File: src/design/rgb_to_yuv420_converter_assert.svh
// Assertion macros for the RGB to YUV 4:2:0 converter.
// Each takes a label, clock, active-low reset, antecedent, consequent and message.
`ifndef RGB_TO_YUV420_CONVERTER_ASSERT_SVH
`define RGB_TO_YUV420_CONVERTER_ASSERT_SVH

`ifndef ASSERT_OFF

`define RYUV_ASSERT_SAME(lbl, clk, rst_n, ante, cons, msg) \
  lbl: assert property (@(posedge clk) disable iff (!rst_n) (ante) |-> (cons)) \
    else $error(msg);

`define RYUV_ASSERT_NEXT(lbl, clk, rst_n, ante, cons, msg) \
  lbl: assert property (@(posedge clk) disable iff (!rst_n) (ante) |=> (cons)) \
    else $error(msg);

`else

`define RYUV_ASSERT_SAME(lbl, clk, rst_n, ante, cons, msg)

`define RYUV_ASSERT_NEXT(lbl, clk, rst_n, ante, cons, msg)

`endif

`endif

File: src/design/ryuv_pkg.sv
package ryuv_pkg;

  localparam int MAX_WIDTH      = 2048;
  localparam int COEF_FRAC_BITS = 16;
  localparam int MAX_ROWS       = 4096;
  localparam int LINE_DEPTH     = MAX_WIDTH / 2;
  localparam int LINE_ADDR_W    = $clog2(LINE_DEPTH);

  localparam int COL_W       = 11;
  localparam int ROW_W       = 12;
  localparam int WIDTH_W     = 12;
  localparam int HEIGHT_W    = 13;
  localparam int CFG_DATA_W  = 13;
  localparam int CFG_INDEX_W = 1;
  localparam int PAIR_W      = 9;

  localparam logic [CFG_INDEX_W-1:0] CFG_IMAGE_WIDTH  = 1'b0;
  localparam logic [CFG_INDEX_W-1:0] CFG_IMAGE_HEIGHT = 1'b1;

  localparam logic [WIDTH_W-1:0]  WIDTH_RESET  = 12'd640;
  localparam logic [HEIGHT_W-1:0] HEIGHT_RESET = 13'd480;

  // weights rounded to COEF_FRAC_BITS fraction bits
  localparam longint K_Y_R = ((longint'(2990) << COEF_FRAC_BITS) + 5000) / 10000;
  localparam longint K_Y_G = ((longint'(5870) << COEF_FRAC_BITS) + 5000) / 10000;
  localparam longint K_Y_B = ((longint'(1140) << COEF_FRAC_BITS) + 5000) / 10000;
  localparam longint K_U_R = ((longint'(1684) << COEF_FRAC_BITS) + 5000) / 10000;
  localparam longint K_U_G = ((longint'(3316) << COEF_FRAC_BITS) + 5000) / 10000;
  localparam longint K_V_G = ((longint'(4187) << COEF_FRAC_BITS) + 5000) / 10000;
  localparam longint K_V_B = ((longint'(813)  << COEF_FRAC_BITS) + 5000) / 10000;

  typedef struct packed {
    logic [7:0] blue;
    logic [7:0] green;
    logic [7:0] red;
  } pixel_t;

  typedef struct packed {
    logic [7:0] y;
    logic [7:0] u;
    logic [7:0] v;
  } yuv_t;

  typedef struct packed {
    logic [PAIR_W-1:0] u;
    logic [PAIR_W-1:0] v;
  } pair_t;

endpackage

File: src/design/ryuv_color_xform.sv
module ryuv_color_xform (
  input  ryuv_pkg::pixel_t pix,
  output ryuv_pkg::yuv_t   yuv
);

  localparam int F      = ryuv_pkg::COEF_FRAC_BITS;
  localparam int PROD_W = F + 8;
  localparam int SUM_W  = F + 10;
  localparam int S_W    = F + 11;

  logic [PROD_W-1:0] p_y_r, p_y_g, p_y_b;
  logic [PROD_W-1:0] p_u_r, p_u_g, p_v_g, p_v_b;
  logic [SUM_W-1:0]  y_sum;
  logic [S_W-1:0]    u_base, v_base, u_sum, v_sum;
  logic [9:0]        y_int, u_int, v_int;

  assign p_y_r = PROD_W'(pix.red)   * PROD_W'(ryuv_pkg::K_Y_R);
  assign p_y_g = PROD_W'(pix.green) * PROD_W'(ryuv_pkg::K_Y_G);
  assign p_y_b = PROD_W'(pix.blue)  * PROD_W'(ryuv_pkg::K_Y_B);
  assign p_u_r = PROD_W'(pix.red)   * PROD_W'(ryuv_pkg::K_U_R);
  assign p_u_g = PROD_W'(pix.green) * PROD_W'(ryuv_pkg::K_U_G);
  assign p_v_g = PROD_W'(pix.green) * PROD_W'(ryuv_pkg::K_V_G);
  assign p_v_b = PROD_W'(pix.blue)  * PROD_W'(ryuv_pkg::K_V_B);

  assign y_sum = SUM_W'(p_y_r) + SUM_W'(p_y_g) + SUM_W'(p_y_b);

  // integer part (half component + 128) placed above the fraction bits
  assign u_base = S_W'({9'(pix.blue[7:1]) + 9'd128, {F{1'b0}}});
  assign v_base = S_W'({9'(pix.red[7:1]) + 9'd128, {F{1'b0}}});
  assign u_sum  = u_base - S_W'(p_u_r) - S_W'(p_u_g);
  assign v_sum  = v_base - S_W'(p_v_g) - S_W'(p_v_b);

  assign y_int = y_sum[SUM_W-1:F];
  assign u_int = u_sum[S_W-2:F];
  assign v_int = v_sum[S_W-2:F];

  // clamp to 0..255; negative when the sign bit is set
  always_comb begin
    yuv.y = (y_int > 10'd255) ? 8'hFF : y_int[7:0];
    if (u_sum[S_W-1]) begin
      yuv.u = 8'h00;
    end else begin
      yuv.u = (u_int > 10'd255) ? 8'hFF : u_int[7:0];
    end
    if (v_sum[S_W-1]) begin
      yuv.v = 8'h00;
    end else begin
      yuv.v = (v_int > 10'd255) ? 8'hFF : v_int[7:0];
    end
  end

endmodule

File: config.mk
export PLATFORM = sky130hd
export DESIGN_NAME = ryuv_color_xform
export DESIGN_NICKNAME = d
export VERILOG_FILES = /design/src/design/rgb_to_yuv420_converter_assert.svh /design/src/design/ryuv_pkg.sv /design/src/design/ryuv_color_xform.sv
export SDC_FILE = /design/constraint.sdc
export NUM_CORES = 1
export LEC_CHECK = 0
export ABC_AREA = 1
export BUFFER_PORTS_ARGS = -buffer_cell sky130_fd_sc_hd__buf_2
export CELL_PAD_IN_SITES_DETAIL_PLACEMENT = 0
export CELL_PAD_IN_SITES_GLOBAL_PLACEMENT = 1
export CORE_MARGIN = 2
export CORE_UTILIZATION = 25
export DETAILED_ROUTE_END_ITERATION = 16
export GPL_TIMING_DRIVEN = 1
export PLACE_DENSITY = 0.45
export SLEW_MARGIN = 20
export SYNTH_ARGS = -nofsm -noshare
export SYNTH_HDL_FRONTEND = slang
export SYNTH_SLANG_ARGS = --single-unit
File: constraint.sdc
create_clock -name vclk -period 16.85
set_input_delay 1.685 -clock vclk [all_inputs]
set_output_delay 1.685 -clock vclk [all_outputs]
set_load 0.03 [all_outputs]
==> summary.md <==
| Metric | Value |
|---|---|
| Status | `completed` |
| Share of the synthesized area in the top cell type | `30.6%` |
| Die footprint | `about 62000 um2` |
| Headroom to the max-slew limit | `a little under half` |
| DRT antenna net count | `0` |
| Hold_sp | `pix[7]` |
| Worst path required time | `15.16 ns` |
| Unrepaired setup endpoints after global routing | `no` |
| Length of the first detailed-routing pass in iterations | `5` |
| Count of final max-slew check failures | `0` |
| Placed instance count | `2824` |
| Transition time of the tightest slew-check pin | `0.799 ns` |
| Total congestion overflow after global routing | `0` |
| First-pass GRT wire length | `75300 um` |
| WP depth | `26` |
| Average cell area after synthesis | `7.57 um2` |
| Iter 0 DRT Violations | `424` |
| Initial Util | `between 20 and 30%` |
| RD Place Congestion | `about 0.8` |
| Signed area change from the synthesized netlist to the final layout | `8.10%` |
| Final instance area | `about 16000 um2` |
| Remaining routing DRC violations | `0` |
| Worst Setup Slack, final | `a little over 6 ns` |
| Pin count of the biggest net entering global routing | `15` |
| Dpl cell area | `~16000 um2` |
| Number of standard cells after synthesis | `1994` |
| Family with the most delay on the worst path | `adder cells` |
| Most frequently used cell type in the post-synthesis netlist | `inv_1` |
| Layout net count | `2627` |
| Ranking of synthesized cells by area | `ha_1, fa_1, inv_1, nand2_1, a21oi_1` |
| Height of the die | `250 um` |
| Num sequential | `0` |
| Post-Place Worst Slack | `6.02 ns` |
| Width of the die | `250 um` |
| Number of clock buffer instances in the layout | `0` |
| Crit path capture type | `output port` |
| Count of yosys warnings during synthesis | `0` |
| Number of antenna violations at the first check in global routing | `0` |
| Seq/Total Area, Yosys | `0%` |
| Setup TNS Final | `0 ns` |
| Number of setup violations in the final report | `0` |
| Post-cts repair resize count | `0` |
| Yosys top cell by area | `ha_1` |
| Commonest cells post-synth | `inv_1, ha_1, nand2_1` |
| Number of antenna repair diodes | `0` |
| Min Tclk post-route | `10.70 ns` |
| Slowest Stage Delay on Critical Path | `between 0.6 and 0.7 ns` |
| Average via count per standard cell | `~4.4` |
| Max capacitance violation total | `0` |
| Number of buffers inserted by hold repair at cts | `0` |
| Highest Clock Rate | `about 93 MHz` |
| Min-Delay Path Depth | `7` |
| Portion of the clock cycle consumed by the worst path in the final layout | `63.5%` |
| Via count | `between 10000 and 15000` |
| Dominant cell type by count on the critical path | `fa_1` |
| PortBufs | `48` |
| Layout cells sized above 1 | `3.82%` |
| Placement row count | `90` |
| FF+latch area | `0 um2` |
| Timing startpoint of the critical path | `pix[8]` |
| Largest fanout on the critical path | `12` |
| Buffers and inverters on the worst path | `7` |
| Global Route Usage Sum | `15.4%` |
| HPWL after detailed placement | `about 42000 um` |
| Routed WL per cell | `around 17 um` |
| Critical path arrival | `9.01 ns` |
| Type of the worst setup path | `input pin to output port` |
| Class of the tightest hold or removal check | `input pin to output port` |
| Sum of routed wire length over all layers | `approximately 47000 um` |
| Number of distinct library cells after synthesis | `39` |
| Number of hold-slack violations in the final timing report | `0` |
| Post-CTS setup buffer count | `0` |
| Vias in the first global route | `13300` |
| Slowest cell on the critical path | `ha_1` |
| Critical Path Start Type | `input pin` |
| Boundary pin count | `48` |
| Cell area after synthesis | `15100 um2` |
| Floorplan Core Area | `60000 um2` |
| Final cell count without fillers | `between 2000 and 3000` |
| Post-synthesis net count | `2577` |
==> layout by cell type (no fill, tap or decap), types with 2 or more instances in the layout <==
master	count
nor2_2	4
nor2_4	2
xor2_1	59
or2_2	6
a211oi_1	4
inv_1	498
nand4_1	21
a21oi_1	145
nor2_1	106
o21ai_0	58
nor3_2	3
xnor2_1	39
nand3_1	77
o21a_1	6
o21ai_1	4
nor3_1	22
buf_2	48
a21o_1	10
ha_1	369
a31oi_1	8
nor4_1	5
a21boi_0	3
o31ai_1	3
nand2_2	4
o2111ai_1	2
a41oi_1	2
fa_1	190
nand3_2	2
nand2_1	312
inv_2	3
o211ai_1	5
nand3b_1	6
xnor2_2	2
o21bai_1	8
==> logic make-up after synthesis <==
group / after synthesis / synth area share [%]
simple gates: 572 / 16.2
xor+xnor: 101 / 6.01
fa+ha+maj: 559 / 55.8
buf+inv: 502 / 12.5
compound gates: 260 / 9.48
==> cell type report <==
type               instances  area (um2)
multi-input cells       1492       13200
repair buffers            49         248
well taps                782         978
inverters                501        1880
fillers                 6690       43700
==> final timing paths <==
kind	endpoint
worst max-delay path	yuv[21]
worst min-delay path	yuv[7]
==> metal layers <==
metal | track usage [%] | vias to the layer above | share of wire, %
li1 | - | 6437 | -
met1 | 21.1 | 5966 | 48
met2 | 28.2 | 98 | 50
met3 | 0.365 | 6 | 1.4
met4 | 0.568 | 0 | 0.39
met5 | 0 | - | 0
==> per-stage QoR <==
stage	hold WS [ns]	util, %
finish	4.38	27.2
global route	4.47	27.2
CTS	4.42	27.2
detailed placement	4.42	27.2
global placement	4.39	27.2
floorplan	3.72	-
Power is left out: the tool's default activity adds up to more than one toggle a clock period on the data nets, which glitch-free logic cannot reach.
